**config.mk**
```make
export PLATFORM = sky130hd
export DESIGN_NAME = rgb_led_linear_fade_ramp_top
export DESIGN_NICKNAME = d
export VERILOG_FILES = /design/src/rtl/core/rlf_pkg.sv /design/src/rtl/core/rlf_lane.sv /design/src/rtl/core/rlf_datapath.sv /design/src/rtl/core/rlf_ctrl.sv /design/src/rtl/core/rgb_led_linear_fade_ramp_top.sv
export SDC_FILE = /design/constraint.sdc
export NUM_CORES = 1
export LEC_CHECK = 0
export BUFFER_PORTS_ARGS = -buffer_cell sky130_fd_sc_hd__clkbuf_2
export CORE_UTILIZATION = 45
export DETAILED_ROUTE_END_ITERATION = 16
export GPL_TIMING_DRIVEN = 0
export PLACE_DENSITY = 0.66
export RECOVER_POWER = 100
export SETUP_SLACK_MARGIN = 0.3
export SLEW_MARGIN = 15
export SYNTH_ARGS = -nofsm -noshare
export SYNTH_HDL_FRONTEND = slang
export SYNTH_SLANG_ARGS = --single-unit
```
**constraint.sdc**
```tcl
create_clock -name aclk -period 10.3 [get_ports aclk]
set_clock_uncertainty 0.05 [all_clocks]
set_input_delay 0.515 -clock aclk [delete_from_list [all_inputs] [get_ports aclk]]
set_output_delay 0.515 -clock aclk [all_outputs]
set_load 0.005 [all_outputs]
```
**src/rtl/core/rlf_pkg.sv**
```systemverilog
// Shared widths, controller states and command/status types for the LED fade ramp.
`default_nettype none
package rlf_pkg;

    localparam int LEVEL_W   = 8;
    localparam int TIME_W    = 16;
    localparam int CHANNELS  = 3;
    localparam int DIV_STEPS = TIME_W;
    localparam int CNT_W     = $clog2(DIV_STEPS);

    localparam int S_DATA_W  = 40;
    localparam int M_DATA_W  = 24;

    typedef enum logic [1:0] {
        ST_IDLE,
        ST_DIV,
        ST_COMMIT,
        ST_EMIT
    } rlf_state_t;

    typedef struct packed {
        logic tick;
        logic load;
        logic step;
        logic commit;
        logic emit;
    } rlf_cmd_t;

    typedef struct packed {
        logic out_free;
    } rlf_status_t;

endpackage
`default_nettype wire

```
**src/rtl/core/rlf_lane.sv**
```systemverilog
// One color channel: fade state, tick update and an iterative 16-by-16 divider.
`default_nettype none
module rlf_lane
    import rlf_pkg::*;
(
    input  wire logic               aclk,
    input  wire logic               aresetn,
    input  wire rlf_cmd_t           cmd,
    input  wire logic [LEVEL_W-1:0] target_in,
    input  wire logic [TIME_W-1:0]  time_in,
    output logic [LEVEL_W-1:0]      level_out
);

    logic [LEVEL_W-1:0] tgt_reg,  tgt_next;
    logic [LEVEL_W-1:0] lvl_reg,  lvl_next;
    logic [LEVEL_W-1:0] step_reg, step_next;
    logic [LEVEL_W-1:0] wcnt_reg, wcnt_next;
    logic [LEVEL_W-1:0] wlim_reg, wlim_next;

    logic [LEVEL_W-1:0] pend_tgt_reg;
    logic               tz_reg, dz_reg, dgt_reg;
    logic [TIME_W-1:0]  rem_reg, quo_reg, dvs_reg;

    // load-time distance and operand selection
    logic [LEVEL_W-1:0] dist_abs;
    logic [TIME_W-1:0]  dist_w;
    logic               dist_gt;

    // one restoring division step
    logic [TIME_W:0]    shifted;
    logic [TIME_W:0]    diff;
    logic               fits;

    // tick move
    logic [LEVEL_W:0]   up_sum;
    logic [LEVEL_W-1:0] dn_diff;

    logic [LEVEL_W-1:0] quo_sat;

    always_comb begin
        dist_abs = (target_in > lvl_reg) ? target_in - lvl_reg : lvl_reg - target_in;
        dist_w   = {{(TIME_W-LEVEL_W){1'b0}}, dist_abs};
        dist_gt  = dist_w > time_in;

        shifted = {rem_reg, quo_reg[TIME_W-1]};
        diff    = shifted - {1'b0, dvs_reg};
        fits    = shifted >= {1'b0, dvs_reg};

        up_sum  = {1'b0, lvl_reg} + {1'b0, step_reg};
        dn_diff = lvl_reg - step_reg;

        quo_sat = (quo_reg[TIME_W-1:LEVEL_W] != '0) ? '1 : quo_reg[LEVEL_W-1:0];
    end

    always_comb begin
        tgt_next  = tgt_reg;
        lvl_next  = lvl_reg;
        step_next = step_reg;
        wcnt_next = wcnt_reg;
        wlim_next = wlim_reg;

        if (cmd.tick) begin
            if (wcnt_reg >= wlim_reg) begin
                if ({1'b0, tgt_reg} >= up_sum) begin
                    lvl_next = up_sum[LEVEL_W-1:0];
                end else if (lvl_reg >= step_reg && tgt_reg <= dn_diff) begin
                    lvl_next = dn_diff;
                end else begin
                    lvl_next = tgt_reg;
                end
                wcnt_next = '0;
            end else begin
                wcnt_next = wcnt_reg + 1'b1;
            end
        end

        if (cmd.commit) begin
            tgt_next = pend_tgt_reg;
            if (tz_reg) begin
                lvl_next  = pend_tgt_reg;
                step_next = LEVEL_W'(1);
                wlim_next = LEVEL_W'(1);
            end else if (dz_reg) begin
                step_next = LEVEL_W'(1);
                wlim_next = LEVEL_W'(1);
            end else if (dgt_reg) begin
                step_next = quo_reg[LEVEL_W-1:0];
                wlim_next = LEVEL_W'(1);
            end else begin
                step_next = LEVEL_W'(1);
                wlim_next = quo_sat;
            end
        end
    end

    always_ff @(posedge aclk) begin
        if (!aresetn) begin
            tgt_reg  <= '0;
            lvl_reg  <= '0;
            step_reg <= '0;
            wcnt_reg <= '0;
            wlim_reg <= '0;
        end else begin
            tgt_reg  <= tgt_next;
            lvl_reg  <= lvl_next;
            step_reg <= step_next;
            wcnt_reg <= wcnt_next;
            wlim_reg <= wlim_next;
        end
    end

    // divider operands: larger of distance and time over the smaller
    always_ff @(posedge aclk) begin
        if (cmd.load) begin
            pend_tgt_reg <= target_in;
            tz_reg       <= (time_in == '0);
            dz_reg       <= (dist_abs == '0);
            dgt_reg      <= dist_gt;
            rem_reg      <= '0;
            quo_reg      <= dist_gt ? dist_w : time_in;
            dvs_reg      <= dist_gt ? time_in : dist_w;
        end else if (cmd.step) begin
            rem_reg <= fits ? diff[TIME_W-1:0] : shifted[TIME_W-1:0];
            quo_reg <= {quo_reg[TIME_W-2:0], fits};
        end
    end

    assign level_out = lvl_reg;

endmodule
`default_nettype wire

```
**src/rtl/core/rlf_datapath.sv**
```systemverilog
// Datapath: three channel lanes and the result register.
`default_nettype none
module rlf_datapath
    import rlf_pkg::*;
(
    input  wire logic                aclk,
    input  wire logic                aresetn,
    input  wire rlf_cmd_t            cmd,
    input  wire logic [S_DATA_W-1:0] s_tdata,
    input  wire logic                m_tready,
    output logic                     m_tvalid,
    output logic [M_DATA_W-1:0]      m_tdata,
    output rlf_status_t              status
);

    logic [LEVEL_W-1:0]  level [CHANNELS];
    logic                m_valid_reg, m_valid_next;
    logic [M_DATA_W-1:0] m_data_reg;

    for (genvar c = 0; c < CHANNELS; c++) begin : g_lane
        rlf_lane u_lane (
            .aclk      (aclk),
            .aresetn   (aresetn),
            .cmd       (cmd),
            .target_in (s_tdata[c*LEVEL_W +: LEVEL_W]),
            .time_in   (s_tdata[CHANNELS*LEVEL_W +: TIME_W]),
            .level_out (level[c])
        );
    end

    always_comb begin
        m_valid_next = m_valid_reg;
        if (cmd.emit) begin
            m_valid_next = 1'b1;
        end else if (m_tready) begin
            m_valid_next = 1'b0;
        end
    end

    always_ff @(posedge aclk) begin
        if (!aresetn) begin
            m_valid_reg <= 1'b0;
        end else begin
            m_valid_reg <= m_valid_next;
        end
    end

    always_ff @(posedge aclk) begin
        if (cmd.emit) begin
            m_data_reg <= {level[2], level[1], level[0]};
        end
    end

    assign m_tvalid        = m_valid_reg;
    assign m_tdata         = m_data_reg;
    assign status.out_free = !m_valid_reg || m_tready;

endmodule
`default_nettype wire

```
**src/rtl/core/rlf_ctrl.sv**
```systemverilog
// Controller: sequences tick, divider load, division steps, commit and result beat.
`default_nettype none
module rlf_ctrl
    import rlf_pkg::*;
(
    input  wire logic        aclk,
    input  wire logic        aresetn,
    input  wire logic        s_tvalid,
    input  wire logic        s_tuser,
    input  wire rlf_status_t status,
    output logic             s_tready,
    output rlf_cmd_t         cmd
);

    localparam logic [CNT_W-1:0] CNT_LAST = CNT_W'(DIV_STEPS - 1);

    rlf_state_t       state_reg, state_next;
    logic [CNT_W-1:0] cnt_reg, cnt_next;
    logic             accept;

    assign accept = s_tvalid && (state_reg == ST_IDLE);

    always_comb begin
        state_next = state_reg;
        cnt_next   = cnt_reg;
        case (state_reg)
            ST_IDLE: begin
                cnt_next = '0;
                if (accept) begin
                    state_next = s_tuser ? ST_DIV : ST_EMIT;
                end
            end
            ST_DIV: begin
                cnt_next = cnt_reg + 1'b1;
                if (cnt_reg == CNT_LAST) begin
                    state_next = ST_COMMIT;
                end
            end
            ST_COMMIT: begin
                state_next = ST_EMIT;
            end
            ST_EMIT: begin
                if (status.out_free) begin
                    state_next = ST_IDLE;
                end
            end
            default: begin
                state_next = ST_IDLE;
            end
        endcase
    end

    always_comb begin
        cmd      = '0;
        s_tready = 1'b0;
        case (state_reg)
            ST_IDLE: begin
                s_tready = 1'b1;
                cmd.tick = accept && !s_tuser;
                cmd.load = accept && s_tuser;
            end
            ST_DIV: begin
                cmd.step = 1'b1;
            end
            ST_COMMIT: begin
                cmd.commit = 1'b1;
            end
            ST_EMIT: begin
                cmd.emit = status.out_free;
            end
            default: begin
                cmd = '0;
            end
        endcase
    end

    always_ff @(posedge aclk) begin
        if (!aresetn) begin
            state_reg <= ST_IDLE;
            cnt_reg   <= '0;
        end else begin
            state_reg <= state_next;
            cnt_reg   <= cnt_next;
        end
    end

endmodule
`default_nettype wire

```
**src/rtl/core/rgb_led_linear_fade_ramp_top.sv**
```systemverilog
// Three-channel linear LED fade ramp: top level.
//
// Input stream (s_): each beat is a tick (s_tuser = 0) or a set (s_tuser = 1)
// carrying new red/green/blue targets and a shared fade time in ticks.
// Output stream (m_): one beat per input beat with the three levels after it.
// A set works out step size and wait limit per channel with three
// restoring dividers running side by side, one quotient bit per cycle.
// A tick goes on to load its result beat once the output is free; a set
// first runs the 16 divide steps and a commit, then loads its result. The next
// beat is accepted the cycle after the result is loaded, so no new beat is
// taken while one is in work; the 16-bit divide length sets the step count.
// A result register sits on the output: the block takes the next input
// while a result waits, and only stalls when a new result finds the
// register still full and m_tready low.
// Reset (aresetn low, synchronous) clears all levels, targets, steps,
// wait counters and limits to zero; ticks move nothing until a set.
`default_nettype none
module rgb_led_linear_fade_ramp_top
    import rlf_pkg::*;
(
    input  wire logic                aclk,
    input  wire logic                aresetn,
    input  wire logic                s_tvalid,
    output logic                     s_tready,
    // [7:0] target_red, [15:8] target_green, [23:16] target_blue, [39:24] fade_time
    input  wire logic [S_DATA_W-1:0] s_tdata,
    // [0] req_type
    input  wire logic                s_tuser,
    output logic                     m_tvalid,
    input  wire logic                m_tready,
    // [7:0] level_red, [15:8] level_green, [23:16] level_blue
    output logic [M_DATA_W-1:0]      m_tdata
);

    rlf_cmd_t    cmd;
    rlf_status_t status;

    rlf_ctrl u_ctrl (
        .aclk     (aclk),
        .aresetn  (aresetn),
        .s_tvalid (s_tvalid),
        .s_tuser  (s_tuser),
        .status   (status),
        .s_tready (s_tready),
        .cmd      (cmd)
    );

    rlf_datapath u_datapath (
        .aclk     (aclk),
        .aresetn  (aresetn),
        .cmd      (cmd),
        .s_tdata  (s_tdata),
        .m_tready (m_tready),
        .m_tvalid (m_tvalid),
        .m_tdata  (m_tdata),
        .status   (status)
    );

endmodule
`default_nettype wire
```
* After elaboration in Yosys (flattened, before gate mapping) *
Index checks and enable logic that the tools add are counted.

operators by class
  equal/unequal tests = 7
  multiply operators = 0
  bitwise operators = 0
  shift operators = 0
  reductions and logical operators = 21
  mux-type cells = 73
  $add $sub $neg = 19
  order comparisons = 21
  div/mod/pow operators = 0

operator list
  cell                 number
  $mux 8               48
  $mux 16              12
  $sub 8x8->8          9
  $ge 17x16->1         3
  $ge 8x8->1           6
  $gt 8x16->1          3
  $sub 16x16->16       3
  $add 8x8->9          3
  $ge 8x9->1           3
  $add 8x1->8 const B  3
  $gt 8x8->1           3
  $le 8x8->1           3
  $logic_not 8->1      3
  $reduce_bool 8->1    3
  $logic_not 16->1     1
  $mux 2               5
  $pmux 2 s4           1
  $pmux 4 s2           1
  $logic_and 1x1->1    6
  $mux 1               6
  $ne 2x1->1 const B   3
  $reduce_bool 2->1    3
  $add 4x1->4 const B  1
  $eq 2x2->1 const B   2
  6 further kinds      7

storage, ports and cells
  bits in registers = 326
  memories kept = 0
  bits in read-only memories = 0
  bits in writable memories = 0
  latch bits = 0
  word-level logic and storage cells = 182

* Longest topological paths before layout *
Gate-level depths: netlist of run 1.

  depth after elaboration = 9
  mapped depth = 21
  depth with buffers taken out = 19

* Hierarchy *
Synthesis of run 1 repeated with hierarchy kept, for this count alone.

unflattened totals
  cells, all modules = 2439
  area, all modules = 22486.6 um^2

modules (own cells, without submodules)
  module                                   times used  area an instance (um^2)  sequential area each (um^2)  cells each
  rlf_lane at u_datapath.g_lane[0].u_lane  1           7126.8                   2412.3                       790
  rlf_lane at u_datapath.g_lane[2].u_lane  1           7124.3                   2412.3                       794
  rlf_lane at u_datapath.g_lane[1].u_lane  1           7058.0                   2412.3                       781
  rlf_datapath                             1           769.5                    740.7                        28
  rlf_ctrl                                 1           407.9                    120.1                        46

* Least setup slack after synthesis of run 1 *
No wires, ideal clock.

  path type = input-to-reg
  start point = in s_tdata[13]
  end point = reg u_datapath.g_lane[1].u_lane.dvs_reg[6], data pin
  slack = 5726 ps
  data required time = 9990 ps
  arrival = 4264 ps
  library setup time = 260 ps
  cell stages on the path = 17
  buffers on the path = 2
  cells stage by stage = inv_1 > ha_1 > a211o_2 > a21oi_1 > a21o_1 > buf_6 > mux2_2 > a221oi_1 > xnor2_1 > ha_1 > a21o_1 > a21o_1 > a21oi_1 > o21ai_0 > nor3b_1 > clkbuf_1 > mux2_2

on the way
  longest elaborated chain between the ends = 4
  elaborated cells between the ends (all ways) = 6
  those cells by class = 2 x add/sub; 2 x order compare; 2 x mux

ends and longest elaborated chain
  what                                       RTL line                            RTL
  start, declared                            rgb_led_linear_fade_ramp_top.sv:26  input wire logic [S_DATA_W-1:0] s_tdata,
  $sub 8x8->8 or $gt 8x8->1 (tied branches)  rlf_lane.sv:41                      dist_abs = (target_in > lvl_reg) ? target_in - lvl_reg : lvl_reg - target_in;
  $mux 8 *                                   rlf_lane.sv:41
  $gt 8x16->1                                rlf_lane.sv:43                      dist_gt = dist_w > time_in;
  $mux 8 *                                   rlf_lane.sv:121                     dvs_reg <= dist_gt ? time_in : dist_w;
  end signal, assigned                       rlf_lane.sv:121
  end, declared                              rlf_lane.sv:22                      logic [TIME_W-1:0] rem_reg, quo_reg, dvs_reg;

Mark *: on every way between the ends. The rest lies on a longest branch, timed or not.
A chain may end at the register's enable or synchronous reset.

==> results of run 1 <==
worst paths after layout:
path | cells after the start | start | endpoint
max reg2reg | 10 | u_ctrl.state_reg[1] | u_datapath.g_lane[0].u_lane.quo_reg[14]
min reg2reg | 2 | u_datapath.g_lane[1].u_lane.wlim_reg[5] | u_datapath.g_lane[1].u_lane.wlim_reg[5]
min | 1 | s_tdata[15] | u_datapath.g_lane[1].u_lane.pend_tgt_reg[7]
max | 10 | u_ctrl.state_reg[1] | u_datapath.g_lane[0].u_lane.quo_reg[14]
layout by cell type (no fill, tap or decap), types with 7 or more instances in the layout:
cell | netlist | layout
nor2b_1 | 30 | 30
mux2i_1 | 75 | 75
clkbuf_1 | 75 | 129
dfxtp_1 | 175 | 175
nand3b_1 | 7 | 7
clkbuf_2 | 0 | 33
a31oi_1 | 21 | 21
nor3_1 | 41 | 43
and2_1 | 9 | 9
ha_1 | 245 | 245
edfxtp_1 | 151 | 151
xor2_1 | 49 | 49
a21o_1 | 36 | 36
o21bai_1 | 12 | 12
nor2_1 | 184 | 184
o21a_1 | 23 | 23
inv_1 | 223 | 224
nand2_1 | 192 | 192
clkinv_1 | 0 | 9
a2bb2oi_1 | 21 | 21
o311ai_0 | 7 | 7
nand2b_1 | 47 | 47
xnor2_1 | 59 | 59
a211oi_1 | 32 | 32
nand3_1 | 50 | 50
fa_1 | 15 | 15
clkinv_2 | 0 | 7
o21ai_0 | 175 | 180
conb_1 | 1 | 24
clkbuf_16 | 0 | 39
o211ai_1 | 13 | 13
nor4_1 | 18 | 19
and3_1 | 12 | 12
a21oi_1 | 206 | 206
or3_1 | 11 | 11
mux2_2 | 31 | 25
o31ai_1 | 10 | 10
nand4_1 | 30 | 30
nor3b_1 | 10 | 10
layer usage:
| layer | track usage, % | routed length (µm) | vias to the layer above |
|---|---|---|---|
| met1 | 32.58 | 26920 | 8613 |
| met2 | 39.85 | 27940 | 640 |
| li1 | - | - | 8875 |
| met3 | 3.989 | 4188 | 136 |
| met5 | 0 | 23 | - |
| met4 | 10.95 | 2634 | 4 |
through the flow:
| stage | setup WS, ns | std cells | instance area, µm² | util (%) |
|---|---|---|---|---|
| after floorplan | 5.726 | 2440 | 21860 | - |
| after global placement | 3.946 | 3124 | 22970 | 48.11 |
| after detailed placement | 4.994 | 3128 | 23060 | 48.30 |
| after CTS | 5.133 | 3200 | 24290 | 50.88 |
| after global routing | 3.407 | 3201 | 24140 | 50.56 |
| final | 4.032 | 3201 | 24140 | 50.56 |
critical path, stage by stage (launching register included):
cell and delay (ns):
dfxtp_1 0.34, inv_1 0.09, ha_1 0.17, clkbuf_1 0.36, nand3_1 0.23, inv_1 0.24
clkbuf_1 1.11, clkbuf_1 1.52, clkbuf_1 1.50, nand2_1 0.32, nand2_1 0.16
cells by family (layout without fill, tap and decap cells):
| family | Yosys count | in the layout | share of synthesized area, % |
|---|---|---|---|
| AOI/OAI and AO/OA | 637 | 637 | 18.11 |
| xor gates and xnor gates | 108 | 108 | 4.345 |
| buffers and inverters | 315 | 460 | 5.541 |
| other | 1 | 25 | 0.01723 |
| adders and majority gates | 260 | 260 | 15.46 |
| DFF | 326 | 326 | 36.92 |
| muxes | 106 | 106 | 5.052 |
| and+or+nand+nor | 664 | 664 | 14.55 |
layout make-up:
class | instances | share of cell area, %
multi-input cells | 1799 | 52.17
flip-flops and latches | 326 | 33.30
clock buffers | 44 | 4.121
inverters | 224 | 3.483
well taps | 615 | 3.188
plain buffers | 91 | 1.451
repair buffers | 73 | 1.306
clock inverters | 28 | 0.9745
diodes | 1 | 0.01037
report_power, final:
group / leakage [nW] / switching (mW) / total [mW] / internal [mW]
clock network: 0.595 / 0.579 / 1.35 / 0.776
logic: 6.58 / 2.64 / 4.38 / 1.74
registers: 2.84 / 0.324 / 2.13 / 1.81
synth_stat cells (all sizes together) (11+ instances only):
| library cell | number |
|---|---|
| a211oi | 32 |
| a21o | 36 |
| a21oi | 207 |
| a2bb2oi | 21 |
| a31oi | 21 |
| and3 | 12 |
| buf | 16 |
| clkbuf | 75 |
| dfxtp | 175 |
| edfxtp | 151 |
| fa | 15 |
| ha | 245 |
| inv | 224 |
| mux2 | 31 |
| mux2i | 75 |
| nand2 | 192 |
| nand2b | 47 |
| nand3 | 50 |
| nand4 | 30 |
| nor2 | 184 |
| nor2b | 30 |
| nor3 | 44 |
| nor4 | 19 |
| o211ai | 13 |
| o21a | 23 |
| o21ai | 180 |
| o21bai | 12 |
| or3 | 11 |
| xnor2 | 59 |
| xor2 | 49 |
==> flow_metrics.env, run 1 <==
export IMPL_layout_nets=2859
export IMPL_nFillCells=4347
export IMPL_drt_wl_total_um=61710
export IMPL_peakVddDrop_uv=257.7
export IMPL_drc=0
export IMPL_coreArea_mm2=0.04775
export IMPL_violations="capacitance limit, slew limit"
export IMPL_drv_slew=150
export IMPL_antenna_found_initial=3
export IMPL_maxCapViolations=5
export IMPL_drive_gt1_share_pct=5.455
export IMPL_status="finished with violations"
export IMPL_grt_max_degree=35
export IMPL_postCtsSetupRepairBufs=0
export IMPL_vias_per_cell=5.707
export IMPL_gr_total_overflow=0
export IMPL_cts_max_level=2
export IMPL_end_kind="flip-flop"
export IMPL_worstSetupPathType="reg2reg"
export IMPL_worstPathArrival_ns=6.63
export IMPL_cts_resized=0
export IMPL_cts_buffers=39
export IMPL_cts_hold_buf=0
export IMPL_pin_count=71
export IMPL_wl_per_cell_um=19.28
export IMPL_die_area_mm2=0.04926
export IMPL_port_buffers=69
export IMPL_finalSetupViolCount=0
export IMPL_netlist_instances=2417
export IMPL_multi_input_area_mm2=0.01259
export IMPL_cp_max_fo=34
export IMPL_yosys_warnings=0
export IMPL_rsz0062_at_grt="false"
export IMPL_grt_first_pass_wirelength_um=96010
export IMPL_startpoint_type="flip-flop"
export IMPL_p_total_mw=7.864
export IMPL_grt_total_usage_pct=24.70
export IMPL_tightest_slew_ns=2.015
export IMPL_fp_row_count=80
export IMPL_first_global_vias=17470
export IMPL_synth_top_area_share_pct=20.83
export IMPL_clock_latency_ns=0.57
export IMPL_ys_flop_type="dfxtp_1"
export IMPL_clk_pin_slew_worst_paths_ns=0.06
export IMPL_cts_root_buf="clkbuf_16"
export IMPL_synth_seq_cells=326
export IMPL_max_freq_mhz=159.6
export IMPL_slew_headroom_pct=-34.33
export IMPL_area_delta_synth_final_pct=10.88
export IMPL_p_leak_nw=10.02
export IMPL_drtIter0Drc=1451
export IMPL_r2r_slack_ns=4.03
export IMPL_ys_types=79
export IMPL_start_util_pct=45.59
export IMPL_finalSetupTns_ns=0
export IMPL_hold_path_class="in2reg"
export IMPL_hold_worst_slack_ns=0.1422
export IMPL_die_height_um=221.9
export IMPL_async_reset_ff_share_pct=0
export IMPL_power_density_mw_per_mm2=325.8
export IMPL_hold_viol_final=0
export IMPL_dp_hpwl_um=47020
export IMPL_vias=18270
export IMPL_first_pass_iters=5
export IMPL_netlist_top_cells_area="edfxtp_1 (21%), dfxtp_1 (16%), ha_1 (14%)"
export IMPL_cts_tree="done"
export IMPL_synth_top_cell_by_area="edfxtp_1"
export IMPL_regArea_mm2=0.008038
export IMPL_numClockSinks=326
export IMPL_synth_seq_area_share_pct=36.92
export IMPL_fin_crit_sh_pct=60.85
export IMPL_synth_edf_count=151
export IMPL_fp_dieW_um=221.9
export IMPL_clock_path_buffers=3
export IMPL_drtAntennaViolNets=0
export IMPL_routabilityCongestion=0.9555
export IMPL_worstPathRequired_ns=10.66
export IMPL_syn_area_mm2=0.02177
export IMPL_avgSynthCellArea_um2=9.007
export IMPL_fin_crit_ns=6.268
Note: power is estimated with default switching activity, not from simulation.
==> run 2, diff against run 1 <==
ABC_AREA = 1   (was default)
PLACE_DENSITY = 0.68   (was 0.66)
clock period = 5.49 ns   (was 10.3 ns; I/O delays follow)
==> flow_metrics.env, run 2 <==
export IMPL_status="finished with violations"
export IMPL_violations="capacitance limit, slew limit"
export IMPL_ys_flop_type="dfxtp_1"
export IMPL_maxCapViolations=1
export IMPL_synth_most_common_cell="nand2_1"
export IMPL_antenna_found_initial=0
export IMPL_fin_crit_ns=4.583
export IMPL_first_global_vias=18980
export IMPL_crit_start="u_datapath.g_lane[2].u_lane.level_out[1]"
export IMPL_first_pass_iters=5
export IMPL_async_reset_ff_share_pct=0
export IMPL_nFillCells=4889
export IMPL_die_area_mm2=0.05169
export IMPL_synth_compound_area_share_pct=12.90
export IMPL_final_cell_mix="nand2_1 (733), inv_1 (479), a21oi_1 (265)"
export IMPL_port_buffers=69
export IMPL_cp_max_fo=10
export IMPL_synth_top_cell_by_area="edfxtp_1"
export IMPL_netlist_top_cells_area="edfxtp_1 (20%), dfxtp_1 (15%), ha_1 (13%)"
export IMPL_p_total_mw=13.79
export IMPL_power_density_mw_per_mm2=536.4
export IMPL_dp_hpwl_um=47550
export IMPL_synth_seq_cells=326
export IMPL_synth_edf_count=151
export IMPL_routabilityCongestion=0.9347
export IMPL_coreArea_mm2=0.05017
export IMPL_finalSetupViolCount=0
export IMPL_hold_path_class="in2reg"
export IMPL_ys_top_cells_by_count="nand2_1 (727), inv_1 (474), a21oi_1 (265), ha_1 (245), nand3_1 (205)"
export IMPL_die_height_um=227.4
export IMPL_insertedDiodeCount=0
export IMPL_layout_nets=3507
export IMPL_grt_max_degree=56
export IMPL_vias=20290
export IMPL_place_area_mm2=0.02426
export IMPL_cts_max_level=2
export IMPL_design_area_mm2=0.02571
export IMPL_power_internal_mw=7.439
export IMPL_netlist_instances=3037
export IMPL_hold_viol_final=0
export IMPL_avgSynthCellArea_um2=7.525
export IMPL_wl_per_cell_um=15.94
export IMPL_comb_power_share_pct=53.1
export IMPL_grt_total_usage_pct=24.42
export IMPL_startpoint_type="flip-flop"
export IMPL_pin_count=71
export IMPL_vias_per_cell=5.197
export IMPL_worstSetupPathType="reg2reg"
export IMPL_cts_tree="done"
export IMPL_synthMuxAreaShare_pct=0
export IMPL_yosys_area_share_simple_pct=23.35
export IMPL_synth_top_area_share_pct=19.84
export IMPL_p_leak_nw=12.11
export IMPL_drive_gt1_share_pct=6.002
export IMPL_clock_latency_ns=0.58
export IMPL_clockPowerShare_pct=19.9
export IMPL_tightest_slew_ns=2.537
export IMPL_worstPathArrival_ns=4.82
export IMPL_drc=0
export IMPL_final_common_cell="nand2_1"
export IMPL_synthXorXnorAreaFrac_pct=4.063
export IMPL_fp_dieW_um=227.4
export IMPL_p_sw_mw=6.353
export IMPL_synth_seq_area_share_pct=35.17
export IMPL_finalSetupTns_ns=0
export IMPL_fin_crit_sh_pct=83.47
export IMPL_max_freq_mhz=218.2
export IMPL_drtIter0Drc=1606
export IMPL_ys_types=54
export IMPL_drv_slew=37
export IMPL_slew_headroom_pct=-69.12
export IMPL_seq_power_share_pct=26.9
export IMPL_gr_total_overflow=0
export IMPL_numClockSinks=326
export IMPL_synth_adder_area_share_pct=14.73
export IMPL_cts_root_buf="clkbuf_16"
export IMPL_swShare_pct=46.06
export IMPL_clk_pin_slew_worst_paths_ns=0.06
export IMPL_r2r_slack_ns=0.91
export IMPL_synth_top_family_by_area="simple AND/OR/NAND/NOR gates"
export IMPL_area_delta_synth_final_pct=12.51
export IMPL_start_util_pct=45.55
export IMPL_postCtsSetupRepairBufs=0
export IMPL_peakVddDrop_uv=429.1
export IMPL_hp_start="s_tuser"
export IMPL_fp_row_count=82
export IMPL_reg2reg_from="u_datapath.g_lane[2].u_lane.level_out[1]"
export IMPL_worstPathRequired_ns=5.73
export IMPL_drt_wl_total_um=62230
export IMPL_drtAntennaViolNets=0
export IMPL_rsz0062_at_grt="false"
export IMPL_yosys_warnings=0
export IMPL_end_kind="flip-flop"
export IMPL_cts_buffers=39
export IMPL_grt_first_pass_wirelength_um=99660
export IMPL_clock_path_buffers=3
export IMPL_syn_area_mm2=0.02285
run 2: changes by cell type in the layout (fill, tap and decap cells not counted), moves of 26 or more:
cell / delta
nand2b_1: -47
a21o_1: -26
nor3_1: -29
clkbuf_1: -38
xnor2_1: -27
nor2b_1: -30
a21oi_1: +59
inv_1: +255
a211oi_1: -30
nand2_1: +541
nand3_1: +156
dlygate4sd3_1: +27
mux2i_1: -75
run 2: path summary, 6_finish.rpt:
| check | endpoint | cells past startpoint |
|---|---|---|
| hold / removal | u_ctrl.state_reg[1] | 4 |
| setup / recovery | u_datapath.g_lane[2].u_lane.dvs_reg[7] | 22 |
| hold reg to reg | u_ctrl.cnt_reg[3] | 1 |
| setup reg to reg | u_datapath.g_lane[2].u_lane.dvs_reg[7] | 22 |
run 2: what timing repair did:
item                                   in CTS  in global routing
hold buffers                               27                  0
resized for setup                           0                  0
endpoints found under the hold margin      29                  0
run 2: kinds of logic (layout without fill, tap and decap cells):
family	Yosys count	in the layout
and+or+nand+nor	1232	1232
adders and majority gates	260	260
xor gates and xnor gates	106	106
other	1	24
buffers and inverters	570	742
AOI/OAI and AO/OA	542	542
DFF	326	326
run 2: power groups by stage:
| stage | Sequential [mW] | Clock (mW) | Combinational [mW] |
|---|---|---|---|
| 2_1_floorplan | 3.62 | 0 | 5.51 |
| 3_3_place_gp | 3.77 | 0 | 7.18 |
| 3_5_place_dp | 3.75 | 0 | 7.29 |
| 4_1_cts | 3.70 | 2.79 | 7.35 |
| 5_1_grt | 3.79 | 2.87 | 8.37 |
| 6_report | 3.72 | 2.75 | 7.33 |
run 2: metrics by stage:
step                hold slack (ns)  setup slack, ns  cells  utilization [%]
finish                     0.009823           0.9072   3904            51.24
detailed placement           0.3920            1.271   3806            48.35
floorplan                    0.3234            1.583   3060                -
CTS                        0.001351            1.247   3904            51.60
global placement             0.3864          -0.3358   3801            48.08
global route                0.01757           0.4970   3904            51.24
run 2: per-layer routing:
metal | track usage [%] | vias up | wire, µm
li1 | - | 10260 | -
met1 | 34.73 | 9431 | 29880
met2 | 38.73 | 511 | 27400
met3 | 2.981 | 91 | 3368
met4 | 7.015 | 0 | 1590
met5 | 0 | - | 0
run 2: cell type report:
type / instances / area [µm²] / area share [%]
multi-input cells: 2164 / 12630 / 49.13
flip-flops and latches: 326 / 8038 / 31.26
inverters: 494 / 1854 / 7.212
clock buffers: 49 / 1117 / 4.346
well taps: 672 / 840.8 / 3.270
repair buffers: 101 / 618.1 / 2.404
plain buffers: 76 / 367.9 / 1.431
clock inverters: 22 / 241.5 / 0.9393
run 2: worst max-delay path, stage by stage (launching register included):
cell and delay [ns]:
dfxtp_1 0.64, inv_1 0.16, fa_1 0.49, nand2_1 0.10, nand2_1 0.08, a21oi_1 0.15
nand2_1 0.06, nand2_1 0.21, inv_1 0.18, nand2_1 0.10, nand2_1 0.16, inv_1 0.13
ha_1 0.24, a21oi_1 0.15, nor2_1 0.05, a211oi_1 0.18, nand2_1 0.07, nand3_1 0.09
clkbuf_1 0.34, inv_1 0.15, clkbuf_1 0.23, nand2_1 0.11, o21ai_0 0.15
==> run 3, diff against run 2 <==
ABC_AREA = 0   (was 1)
PLACE_DENSITY = 0.66   (was 0.68)
clock period = 4.35 ns   (was 5.49 ns; I/O delays follow)
==> flow_metrics.env, run 3 (same netlist as run 1, synthesis figures left out) <==
export IMPL_dp_slack_ns=-0.4913
export IMPL_clockPowerShare_pct=15.9
export IMPL_status="finished with violations"
export IMPL_rsz0062_at_grt="true"
export IMPL_drc=0
export IMPL_worstSetupPathType="reg2reg"
export IMPL_area_delta_synth_final_pct=20.13
export IMPL_place_area_mm2=0.02307
export IMPL_max_freq_mhz=238.6
export IMPL_seq_power_share_pct=24.6
export IMPL_power_density_mw_per_mm2=785.5
export IMPL_antenna_found_initial=3
export IMPL_cp_cell_sequence="inv_2 > ha_4 > nand4_1 > nor2_4 > a21o_1 > buf_8 > mux2i_2 > a31oi_2 > xnor2_2 > ha_1 > nand3_2 > nor2_1 > a21o_1 > a21o_1 > a31oi_4 > buf_8 > mux2_4"
export IMPL_hold_path_class="in2reg"
export IMPL_hold_depth=4
export IMPL_vias_per_cell=5.775
export IMPL_clock_latency_ns=0.57
export IMPL_fp_row_count=80
export IMPL_reg2reg_from="u_datapath.g_lane[0].u_lane.level_out[7]"
export IMPL_crit_start="u_datapath.g_lane[0].u_lane.level_out[7]"
export IMPL_first_global_vias=18260
export IMPL_fp_dieW_um=221.9
export IMPL_drv_slew=24
export IMPL_comb_power_share_pct=59.5
export IMPL_vias=19040
export IMPL_final_cell_mix="inv_1 (216), ha_1 (213), nand2_1 (191)"
export IMPL_worstPathRequired_ns=4.61
export IMPL_drt_wl_total_um=66220
export IMPL_setup_ws_ns=0.1589
export IMPL_pin_count=71
export IMPL_dp_cells=3126
export IMPL_r2r_slack_ns=0.16
export IMPL_worstPathArrival_ns=4.45
export IMPL_cp_max_fo=8
export IMPL_worstRegToRegCells=17
export IMPL_fin_crit_ns=4.191
export IMPL_end_kind="flip-flop"
export IMPL_coreArea_mm2=0.04775
export IMPL_drtIter0Drc=1346
export IMPL_numClockSinks=326
export IMPL_layout_nets=2956
export IMPL_slowest_delay_ns=0.47
export IMPL_grt_total_usage_pct=25.97
export IMPL_routabilityCongestion=0.9305
export IMPL_violations="capacitance limit, slew limit"
export IMPL_maxCapViolations=1
export IMPL_finalSetupViolCount=0
export IMPL_cts_buffers=39
export IMPL_p_sw_mw=9.129
export IMPL_gr_total_overflow=0
export IMPL_drive_gt1_share_pct=13.84
export IMPL_final_common_cell="inv_1"
export IMPL_crit_path_frequent_cell="a21o_1"
export IMPL_clock_path_buffers=3
export IMPL_hold_worst_slack_ns=0.03282
export IMPL_fin_crit_sh_pct=96.35
export IMPL_cts_root_buf="clkbuf_16"
export IMPL_peakVddDrop_uv=453.6
export IMPL_final_cells=3297
export IMPL_endpoint="u_datapath.g_lane[0].u_lane.dvs_reg[6]"
export IMPL_cts_max_level=2
export IMPL_wl_per_cell_um=20.08
export IMPL_cts_tree="done"
export IMPL_swShare_pct=44.44
export IMPL_r2r_end="u_datapath.g_lane[0].u_lane.dvs_reg[6]"
export IMPL_fin_util_pct=54.77
export IMPL_grt_max_degree=89
export IMPL_design_area_mm2=0.02615
export IMPL_port_buffers=69
export IMPL_die_height_um=221.9
export IMPL_first_pass_iters=5
export IMPL_hold_viol_final=0
export IMPL_slew_headroom_pct=-5.309
export IMPL_start_util_pct=45.59
export IMPL_p_leak_nw=10.77
export IMPL_dp_hpwl_um=47400
export IMPL_nFillCells=4143
export IMPL_drtAntennaViolNets=0
export IMPL_startpoint_type="flip-flop"
export IMPL_power_internal_mw=11.41
export IMPL_crit_slowest_cell="dfxtp_1"
export IMPL_grt_first_pass_wirelength_um=100800
export IMPL_clk_pin_slew_worst_paths_ns=0.06
export IMPL_tightest_slew_ns=1.580
export IMPL_die_area_mm2=0.04926
[run 3: worst min path at each step]
stage,endpoint,start
global placement,u_datapath.g_lane[1].u_lane.pend_tgt_reg[7],s_tdata[15]
detailed placement,u_datapath.g_lane[1].u_lane.pend_tgt_reg[7],s_tdata[15]
global route,u_datapath.g_lane[2].u_lane.dvs_reg[1],s_tdata[25]
floorplan,u_datapath.g_lane[0].u_lane.pend_tgt_reg[0],s_tdata[0]
finish,u_ctrl.state_reg[1],s_tuser
CTS,u_ctrl.state_reg[1],s_tuser
[run 3: per-stage QoR]
stage               total power [mW]  TNS (ns)
floorplan                      12.51         0
global route                   21.94         0
detailed placement             15.38    -15.91
global placement               15.12    -13.26
finish                         20.54         0
CTS                            19.45         0
[run 3: power groups by stage]
stage / Clock (mW) / Combinational, mW / Sequential [mW]
after floorplan: 0 / 7.76 / 4.75
after global placement: 0 / 10.0 / 5.09
after detailed placement: 0 / 10.3 / 5.08
after CTS: 3.28 / 11.1 / 5.06
after global routing: 3.40 / 13.4 / 5.13
final: 3.26 / 12.2 / 5.06
[run 3: layout make-up]
cell class / instances / area, µm² / share of cell area (%)
Antenna cell: 1 / 2.502 / 0.009568
Buffer: 91 / 464.2 / 1.775
Clock buffer: 56 / 1157 / 4.425
Clock inverter: 15 / 96.34 / 0.3684
Inverter: 224 / 843.3 / 3.225
Multi-Input combinational cell: 1799 / 13560 / 51.84
Sequential cell: 326 / 8078 / 30.89
Tap cell: 615 / 769.5 / 2.942
Timing Repair Buffer: 170 / 1184 / 4.526
[run 3: timing repair]
| item | CTS | global route |
|---|---|---|
| pin swaps | 28 | 60 |
| hold endpoints to repair | 48 | 1 |
| setup endpoints to repair | 56 | 68 |
| setup buffers | 23 | 39 |
| gates resized for setup | 130 | 164 |
| hold buffers | 33 | 1 |
| gates cloned | 3 | 0 |
[run 3: per-layer routing]
layer  wire length, µm  vias to the layer above  GRT usage [%]
met2             30890                      653          42.98
met1             28380                     9145          33.97
met5                21                        -              0
met3              4128                      169          3.353
li1                  -                     9070              -
met4              2801                        4          11.27
[run 3: worst max-delay path: cells and delay by family, from the launching register on]
| kind | cells | cell delay [ns] |
|---|---|---|
| compound gates | 5 | 0.91 |
| xor+xnor | 1 | 0.32 |
| fa+ha+maj | 2 | 0.61 |
| buf+inv | 3 | 0.44 |
| flops | 1 | 0.47 |
| mux | 2 | 0.52 |
| simple gates | 4 | 0.61 |
